## src/hw/rtl/srt_pkg.sv

```systemverilog
// Package for the shortest-remaining-time scheduler.
// Request codes, sequencer states, widths and the saturating time increment.
// No dependencies.
package srt_pkg;

  // Widths fixed by the request and result formats
  localparam int unsigned TIME_W = 32;
  localparam int unsigned HALF_W = 16;
  localparam int unsigned WORD_W = 2 * HALF_W;
  localparam int unsigned SLOT_W = 4;

  localparam logic [TIME_W-1:0] TIME_MAX = {TIME_W{1'b1}};

  // Request codes; code 3 means nothing and is dropped
  typedef enum logic [1:0] {
    REQ_LOAD  = 2'd0,
    REQ_TICK  = 2'd1,
    REQ_CLEAR = 2'd2
  } req_t;

  // Tick sequencer
  typedef enum logic [1:0] {
    ST_IDLE,
    ST_SCAN,
    ST_LAST,
    ST_WB
  } state_t;

  // Time counter sticks at its top value
  function automatic logic [TIME_W-1:0] sat_inc(input logic [TIME_W-1:0] t);
    logic [TIME_W-1:0] r;
    r = (t == TIME_MAX) ? TIME_MAX : t + TIME_W'(1);
    return r;
  endfunction

endpackage

```

## src/hw/rtl/shortest_remaining_time_scheduler_top.sv

```systemverilog
// Shortest-remaining-time scheduler: job table in RAM, one slot scanned per cycle.
// Load and clear requests complete in the cycle they are accepted.
// A tick reads one RAM word per slot, makes the last compare, then writes back and loads
// the result register. The next tick waits until the result register is free.
// Reset empties the table (valid bits cleared at once) and zeroes the time; needs srt_ram.
module shortest_remaining_time_scheduler_top #(
  parameter int JOB_SLOTS = 16
) (
  input  logic        clk,
  input  logic        rst_n,
  // request channel
  input  logic        in_valid,
  output logic        in_stall,
  input  logic [1:0]  in_req_type,
  input  logic [3:0]  in_slot,
  input  logic [15:0] in_arrival_time,
  input  logic [15:0] in_burst_time,
  // result channel
  output logic        out_valid,
  input  logic        out_stall,
  output logic [31:0] out_tick_time,
  output logic        out_idle,
  output logic [3:0]  out_run_slot,
  output logic        out_job_finished,
  output logic [31:0] out_end_time,
  output logic        out_all_done
);

  localparam int IDX_W = (JOB_SLOTS > 1) ? $clog2(JOB_SLOTS) : 1;
  localparam logic [IDX_W-1:0] LAST_IDX = IDX_W'(JOB_SLOTS - 1);

  srt_pkg::state_t state_r, state_nxt;

  logic [JOB_SLOTS-1:0]          valid_r;
  logic [srt_pkg::TIME_W-1:0]    now_r;
  logic [IDX_W-1:0]              rd_idx_r;
  logic [IDX_W-1:0]              cmp_idx_r;
  logic                          cmp_vld_r;
  logic                          found_r;
  logic                          work_r;
  logic [IDX_W-1:0]              best_idx_r;
  logic [srt_pkg::HALF_W-1:0]    best_rem_r;
  logic [srt_pkg::HALF_W-1:0]    best_arr_r;

  logic                          out_valid_r;
  logic [srt_pkg::TIME_W-1:0]    out_tick_time_r;
  logic                          out_idle_r;
  logic [srt_pkg::SLOT_W-1:0]    out_run_slot_r;
  logic                          out_job_finished_r;
  logic [srt_pkg::TIME_W-1:0]    out_end_time_r;
  logic                          out_all_done_r;

  // RAM port signals
  logic                          ram_wr_en;
  logic [IDX_W-1:0]              ram_wr_addr;
  logic [srt_pkg::WORD_W-1:0]    ram_wr_data;
  logic                          ram_rd_en;
  logic [srt_pkg::WORD_W-1:0]    ram_rd_data;

  logic                          in_acc;
  logic                          slot_in_range;
  logic                          is_load, is_tick, is_clear;
  logic [srt_pkg::HALF_W-1:0]    rd_arr, rd_rem;
  logic                          cand_work, cand_ready, cand_better;
  logic                          fin_now;

  // Arrival in the upper half of a word, remaining time in the lower half
  srt_ram #(
    .WIDTH (srt_pkg::WORD_W),
    .DEPTH (JOB_SLOTS)
  ) u_job_ram (
    .clk     (clk),
    .wr_en   (ram_wr_en),
    .wr_addr (ram_wr_addr),
    .wr_data (ram_wr_data),
    .rd_en   (ram_rd_en),
    .rd_addr (rd_idx_r),
    .rd_data (ram_rd_data)
  );

  // Request decode
  assign is_load  = (in_req_type == srt_pkg::REQ_LOAD);
  assign is_tick  = (in_req_type == srt_pkg::REQ_TICK);
  assign is_clear = (in_req_type == srt_pkg::REQ_CLEAR);
  assign slot_in_range = (int'(in_slot) < JOB_SLOTS);
  assign in_acc = in_valid && !in_stall;

  // Candidate compare on the word read last cycle
  assign rd_arr = ram_rd_data[srt_pkg::WORD_W-1:srt_pkg::HALF_W];
  assign rd_rem = ram_rd_data[srt_pkg::HALF_W-1:0];
  assign cand_work  = cmp_vld_r && valid_r[cmp_idx_r] && (rd_rem != '0);
  assign cand_ready = cand_work &&
                      ({{(srt_pkg::TIME_W - srt_pkg::HALF_W){1'b0}}, rd_arr} <= now_r);
  assign cand_better = cand_ready && (!found_r || (rd_rem < best_rem_r));

  assign fin_now = found_r && (best_rem_r == srt_pkg::HALF_W'(1));

  // Next state
  always_comb begin
    state_nxt = state_r;
    unique case (state_r)
      srt_pkg::ST_IDLE: if (in_acc && is_tick) state_nxt = srt_pkg::ST_SCAN;
      srt_pkg::ST_SCAN: if (rd_idx_r == LAST_IDX) state_nxt = srt_pkg::ST_LAST;
      srt_pkg::ST_LAST: state_nxt = srt_pkg::ST_WB;
      srt_pkg::ST_WB:   state_nxt = srt_pkg::ST_IDLE;
      default:          state_nxt = srt_pkg::ST_IDLE;
    endcase
  end

  // Sequencer outputs: request stall, RAM read and write ports
  always_comb begin
    in_stall    = 1'b1;
    ram_rd_en   = 1'b0;
    ram_wr_en   = 1'b0;
    ram_wr_addr = best_idx_r;
    ram_wr_data = {best_arr_r, best_rem_r - srt_pkg::HALF_W'(1)};
    unique case (state_r)
      srt_pkg::ST_IDLE: begin
        // a tick waits until the result register is free
        in_stall    = out_valid_r && is_tick;
        ram_wr_en   = in_acc && is_load && slot_in_range;
        ram_wr_addr = IDX_W'(in_slot);
        ram_wr_data = {in_arrival_time, in_burst_time};
      end
      srt_pkg::ST_SCAN: ram_rd_en = 1'b1;
      srt_pkg::ST_LAST: ;
      srt_pkg::ST_WB:   ram_wr_en = found_r;
      default: ;
    endcase
  end

  // Control state
  always_ff @(posedge clk) begin
    if (!rst_n) begin
      state_r   <= srt_pkg::ST_IDLE;
      valid_r   <= '0;
      now_r     <= '0;
      cmp_vld_r <= 1'b0;
      out_valid_r <= 1'b0;
    end else begin
      state_r   <= state_nxt;
      cmp_vld_r <= (state_r == srt_pkg::ST_SCAN);
      if (state_r == srt_pkg::ST_IDLE && in_acc) begin
        if (is_load && slot_in_range) begin
          valid_r[IDX_W'(in_slot)] <= 1'b1;
        end else if (is_clear) begin
          valid_r <= '0;
          now_r   <= '0;
        end
      end
      if (state_r == srt_pkg::ST_WB && work_r) begin
        now_r <= srt_pkg::sat_inc(now_r);
      end
      // result register handshake
      if (state_r == srt_pkg::ST_WB) begin
        out_valid_r <= 1'b1;
      end else if (out_valid_r && !out_stall) begin
        out_valid_r <= 1'b0;
      end
    end
  end

  // Scan pointer and running best
  always_ff @(posedge clk) begin
    if (state_r == srt_pkg::ST_IDLE && in_acc && is_tick) begin
      rd_idx_r <= '0;
      found_r  <= 1'b0;
      work_r   <= 1'b0;
    end else begin
      if (state_r == srt_pkg::ST_SCAN && rd_idx_r != LAST_IDX) begin
        rd_idx_r <= rd_idx_r + IDX_W'(1);
      end
      if (cand_work) begin
        work_r <= 1'b1;
      end
      if (cand_better) begin
        found_r    <= 1'b1;
        best_idx_r <= cmp_idx_r;
        best_rem_r <= rd_rem;
        best_arr_r <= rd_arr;
      end
    end
    cmp_idx_r <= rd_idx_r;
  end

  // Result payload
  always_ff @(posedge clk) begin
    if (state_r == srt_pkg::ST_WB) begin
      out_tick_time_r    <= now_r;
      out_idle_r         <= work_r && !found_r;
      out_run_slot_r     <= found_r ? srt_pkg::SLOT_W'(best_idx_r) : '0;
      out_job_finished_r <= fin_now;
      out_end_time_r     <= fin_now ? srt_pkg::sat_inc(now_r) : '0;
      out_all_done_r     <= !work_r;
    end
  end

  assign out_valid        = out_valid_r;
  assign out_tick_time    = out_tick_time_r;
  assign out_idle         = out_idle_r;
  assign out_run_slot     = out_run_slot_r;
  assign out_job_finished = out_job_finished_r;
  assign out_end_time     = out_end_time_r;
  assign out_all_done     = out_all_done_r;

  // Result register is always free when a tick completes
  assert property (@(posedge clk) disable iff (!rst_n)
    (state_r == srt_pkg::ST_WB) |-> !out_valid_r)
    else $error("tick result would overwrite a pending result");

  // A finished table reports nothing run
  assert property (@(posedge clk) disable iff (!rst_n)
    (out_valid && out_all_done) |-> (!out_idle && !out_job_finished && out_run_slot == '0))
    else $error("all_done result carries a run");

  // A finished job never reports a zero finish time
  assert property (@(posedge clk) disable iff (!rst_n)
    (out_valid && out_job_finished) |-> (out_end_time != '0 && !out_idle))
    else $error("finished job with bad finish time");

  // Time holds during a scan; it only moves after write-back or on a clear
  assert property (@(posedge clk) disable iff (!rst_n)
    (state_r == srt_pkg::ST_SCAN) |=> $stable(now_r))
    else $error("time changed during a scan");

endmodule

```

## src/hw/rtl/srt_ram.sv

```systemverilog
// Generic simple dual-port RAM: one write port, one read port, registered read.
// No dependencies.
module srt_ram #(
  parameter int WIDTH = 32,
  parameter int DEPTH = 16
) (
  input  logic                                    clk,
  input  logic                                    wr_en,
  input  logic [((DEPTH > 1) ? $clog2(DEPTH) : 1)-1:0] wr_addr,
  input  logic [WIDTH-1:0]                        wr_data,
  input  logic                                    rd_en,
  input  logic [((DEPTH > 1) ? $clog2(DEPTH) : 1)-1:0] rd_addr,
  output logic [WIDTH-1:0]                        rd_data
);

  logic [WIDTH-1:0] mem_r [DEPTH];

  // Write port
  always_ff @(posedge clk) begin
    if (wr_en) begin
      mem_r[wr_addr] <= wr_data;
    end
  end

  // Registered read port
  always_ff @(posedge clk) begin
    if (rd_en) begin
      rd_data <= mem_r[rd_addr];
    end
  end

endmodule

```

## config.mk

```make
export PLATFORM = sky130hd
export DESIGN_NAME = shortest_remaining_time_scheduler_top
export DESIGN_NICKNAME = d
export VERILOG_FILES = /design/src/hw/rtl/srt_pkg.sv /design/src/hw/rtl/shortest_remaining_time_scheduler_top.sv /design/src/hw/rtl/srt_ram.sv
export SDC_FILE = /design/constraint.sdc
export NUM_CORES = 1
export LEC_CHECK = 0
export BUFFER_PORTS_ARGS = -buffer_cell sky130_fd_sc_hd__buf_4
export CAP_MARGIN = 25
export CELL_PAD_IN_SITES_DETAIL_PLACEMENT = 1
export CELL_PAD_IN_SITES_GLOBAL_PLACEMENT = 1
export CORE_MARGIN = 2
export CORE_UTILIZATION = 40
export CTS_BUF_LIST = sky130_fd_sc_hd__clkbuf_2
export DETAILED_ROUTE_END_ITERATION = 12
export HOLD_SLACK_MARGIN = 0.03
export PLACE_DENSITY_LB_ADDON = 0.08
export SYNTH_ARGS = -nofsm -noshare
export SYNTH_HDL_FRONTEND = slang
export SYNTH_SLANG_ARGS = --single-unit
```

## constraint.sdc

```tcl
create_clock -name clk -period 6.6 [get_ports clk]
set_input_delay 0.66 -clock clk [delete_from_list [all_inputs] [get_ports clk]]
set_output_delay 0.66 -clock clk [all_outputs]
set_load 0.05 [all_outputs]
```

==> results.tsv <==
metric	value	unit
Crit Path Max Fanout	65	
Post-DRT Antenna Nets	0	
ratio of cells with drive above 1 in the final layout	33.7	%
Synth Register Bits	713	
setup repair after global routing missed its margin	false	
worst setup path startpoint	state_r[0]	
I/O pins	115	
initial core utilization	40.6	%
number of enable-type register cells in the synthesized netlist	651	
Max-cap violations	0	
Setup Crit Path Kind	reg2reg	
setup tns final	0	ns
shortest period the worst path allows	3.94	ns
GP Congestion	0.814	
maximum frequency from static timing analysis	254	MHz
clock latency on the worst-skew pair	1.39	ns
die outline width	271	um
Vias per Instance	5.42	
actual transition at the worst max-transition pin	1.10	ns
Yosys cell types	66	
most frequent standard cell in the layout excluding fill and tap cells	sky130_fd_sc_hd__edfxtp_1	
synthesis-to-layout area growth	16.8	%
Global Route Usage Sum	21.3	%
register area	20800	um^2
final-layout fill cell count	6757	
result of the run	finished, final reports clean	
proportion of register bits with asynchronous set or reset after synthesis	0	%
standard cell core area	70300	um^2
Worst R2R Start	state_r[0]	
clock root buffer master	sky130_fd_sc_hd__clkbuf_2	
worst hold path depth	5	
overall die area	73400	um^2
Total Power	11400	uW
Net count, final	1959	
Tcrit/Tclk final	59.7	%
via count of the first global-routing pass	17300	
Core Rows	97	
area of all placed cells without fillers	33300	um^2
final count of negative-setup-slack endpoints	0	
end point of the critical path	u_job_ram.mem_r[13][30]	
area after detailed placement	30800	um^2
port bufs	114	
Syn. warnings	0	
via count	16100	
areal power density over the cells	341	nW/um^2
headroom to the max-slew limit	26.9	%
die height	271	um
clock tree from TritonCTS	built	
Post-Syn Instances	1551	
sequential area share after synthesis	72.9	%
Worst R2R Setup Slack	2.66	ns
wire length of the first global-routing pass	114000	um
maximum number of pins on one net before global-route repair	96	
residual DRC count	0	
startpoint types	flop	
worst-case vdd ir drop	0.000290	V
cells along the critical path	inv_1, ha_4, nand3b_1, a2bb2oi_1, nor3_1, nand2_1, nor2_4, buf_16, buf_4	
drt total wl	76500	um
buffers inserted by post-CTS timing repair	0	
delay contributed by the slowest stage of the critical path	0.75	ns
buffer and inverter count on the worst path	3	
post-synthesis area per instance	18.4	um^2
number of nets produced by synthesis	1632	
number of clock buffers inserted by TritonCTS	188	
total count of max-transition violations in the final report	0	
crit path DAT	5.01	ns
number of buffers on the longest clock path	3	
Critical-path top delay cell	sky130_fd_sc_hd__ha_4	
number of buffers inserted for hold repair after clock tree synthesis	52	
H-tree depth	4	
clock sinks	713	
instance count on the critical path	9	
routed wire length per instance	25.7	um
Worst Clk Skew	0.0773	ns
clock-pin slew reported for the worst setup and hold paths after clock tree synthesis	0.10	ns
Hold/Removal Path Class	in2reg	
number of iterations in the first detailed-routing pass	5	
number of antenna violations at the first check in global routing	2	
number of design-rule violations left by the first detailed-router iteration	1342	
leakage power of the design	0.0112	uW
critical path endpoint category	flop	
highest-count cells in the layout ignoring fill and taps	651 x sky130_fd_sc_hd__edfxtp_1, 279 x sky130_fd_sc_hd__clkbuf_2, 164 x sky130_fd_sc_hd__mux4_2, 153 x sky130_fd_sc_hd__buf_4, 76 x sky130_fd_sc_hd__a21oi_1	
Fin. Hold Viols	0	
Resized Gates After CTS	0	
depth of the most critical reg-to-reg path	9	
destination of the worst register-to-register timing path	u_job_ram.mem_r[13][30]	
prevailing post-synth register cell	sky130_fd_sc_hd__edfxtp_1	
overflow left after global routing	0	
multi-input gate area in the final layout	7400	um^2
kind of cell adding the most delay to the critical path	simple AND/OR/NAND/NOR gates	
synthesized area	28500	um^2
HPWL after detailed placement	44800	um
CP Data Required Time	7.66	ns
[report_power, final]
part           switching, uW  internal, uW  leakage, uW
registers                254          5490      0.00652
logic                   1290          1080      0.00333
clock network           1880          1370      0.00135
total                   3420          7940       0.0112
[state kept, by name, summed over array words and instances, names as in the netlist]
register,count
u_job_ram.mem_r,512
now_r,32
out_end_time,32
out_tick_time,32
u_job_ram.rd_data,32
best_arr_r,16
best_rem_r,16
valid_r,16
best_idx_r,4
cmp_idx_r,4
out_run_slot,4
rd_idx_r,4
state_r,2
cmp_vld_r,1
found_r,1
out_all_done,1
out_idle,1
out_job_finished,1
out_valid,1
work_r,1
[per-stage QoR]
step	utilization [%]	setup WS [ns]	std cells	hold WS, ns
CTS	47.1	2.33	2958	0.0681
floorplan	-	1.76	1551	0.329
global route	47.4	2.33	2972	0.101
finish	47.4	2.66	2972	0.259
global placement	43.7	2.46	2566	0.443
detailed placement	43.8	2.34	2570	0.451
[cells by family (layout without fill, tap and decap cells)]
family	Yosys count	count (layout)	synth area share, %
flops	713	713	72.9
compound gates	198	198	4.20
fa+ha+maj	39	39	1.71
xor+xnor	34	34	1.04
mux	188	188	13.9
simple gates	256	256	4.57
buf+inv	123	596	1.69
other cells	0	8	0
[metal layers]
metal	routed length, um	global-route usage [%]
met5	0	0
met4	1300	6.46
met3	3510	4.40
met2	36700	33.6
met1	35000	29.7
[Yosys cell counts, types with 3 or more instances]
cell type	number	area, um^2
sky130_fd_sc_hd__mux4_2	164	3690
sky130_fd_sc_hd__a21o_1	9	67.6
sky130_fd_sc_hd__a311oi_1	3	26.3
sky130_fd_sc_hd__a31oi_1	11	68.8
sky130_fd_sc_hd__nand3_1	27	135
sky130_fd_sc_hd__a211oi_1	3	22.5
sky130_fd_sc_hd__xor2_1	4	35.0
sky130_fd_sc_hd__nand2_1	58	218
sky130_fd_sc_hd__o22ai_1	8	50.1
sky130_fd_sc_hd__a21oi_1	76	380
sky130_fd_sc_hd__nor2_1	68	255
sky130_fd_sc_hd__clkbuf_1	56	210
sky130_fd_sc_hd__ha_1	39	488
sky130_fd_sc_hd__o21ai_0	49	245
sky130_fd_sc_hd__nand4_1	18	113
sky130_fd_sc_hd__or3_1	4	25.0
sky130_fd_sc_hd__mux2_2	17	191
sky130_fd_sc_hd__o2bb2ai_1	6	52.6
sky130_fd_sc_hd__o21a_1	5	37.5
sky130_fd_sc_hd__nor4_1	14	87.6
sky130_fd_sc_hd__and3_1	8	50.1
sky130_fd_sc_hd__clkbuf_2	3	15.0
sky130_fd_sc_hd__edfxtp_1	651	19500
sky130_fd_sc_hd__nor2b_1	9	56.3
sky130_fd_sc_hd__a32o_1	5	50.1
sky130_fd_sc_hd__buf_2	14	70.1
sky130_fd_sc_hd__o31ai_1	3	22.5
sky130_fd_sc_hd__nor3_2	4	40.0
sky130_fd_sc_hd__xnor2_1	30	263
sky130_fd_sc_hd__buf_1	6	22.5
sky130_fd_sc_hd__nor3_1	16	80.1
sky130_fd_sc_hd__dfxtp_1	62	1240
sky130_fd_sc_hd__and4_1	7	61.3
sky130_fd_sc_hd__mux2i_1	7	70.1
sky130_fd_sc_hd__and2_1	8	50.1
sky130_fd_sc_hd__nor3b_1	3	22.5
sky130_fd_sc_hd__inv_1	43	161
[worst reg2reg max path: cells and delay by family, from the launching register on]
family | cells | cell delay, ns
AOI/OAI and AO/OA | 1 | 0.22
DFF | 1 | 0.38
and+or+nand+nor | 4 | 1.62
adders and majority gates | 1 | 0.75
buffers and inverters | 3 | 0.64
[final cells by class]
class / instances / area share [%]
Antenna cell: 8 / 0.0601
Clock buffer: 279 / 4.19
Clock inverter: 57 / 1.26
Inverter: 44 / 0.496
Multi-Input combinational cell: 715 / 22.2
Sequential cell: 713 / 62.4
Tap cell: 940 / 3.53
Timing Repair Buffer: 216 / 5.79
[how the worst min path moves through the flow]
stage | from | to | slack (ns)
6_report | in_slot[0] | valid_r[10] | 0.26
5_1_grt | rst_n | now_r[30] | 0.10
4_1_cts | in_slot[0] | valid_r[10] | 0.07
3_5_place_dp | u_job_ram.rd_data[24] | best_arr_r[8] | 0.45
3_3_place_gp | valid_r[14] | valid_r[14] | 0.44
2_1_floorplan | rd_idx_r[2] | cmp_idx_r[2] | 0.33
Note: power is estimated with default switching activity, not from simulation.
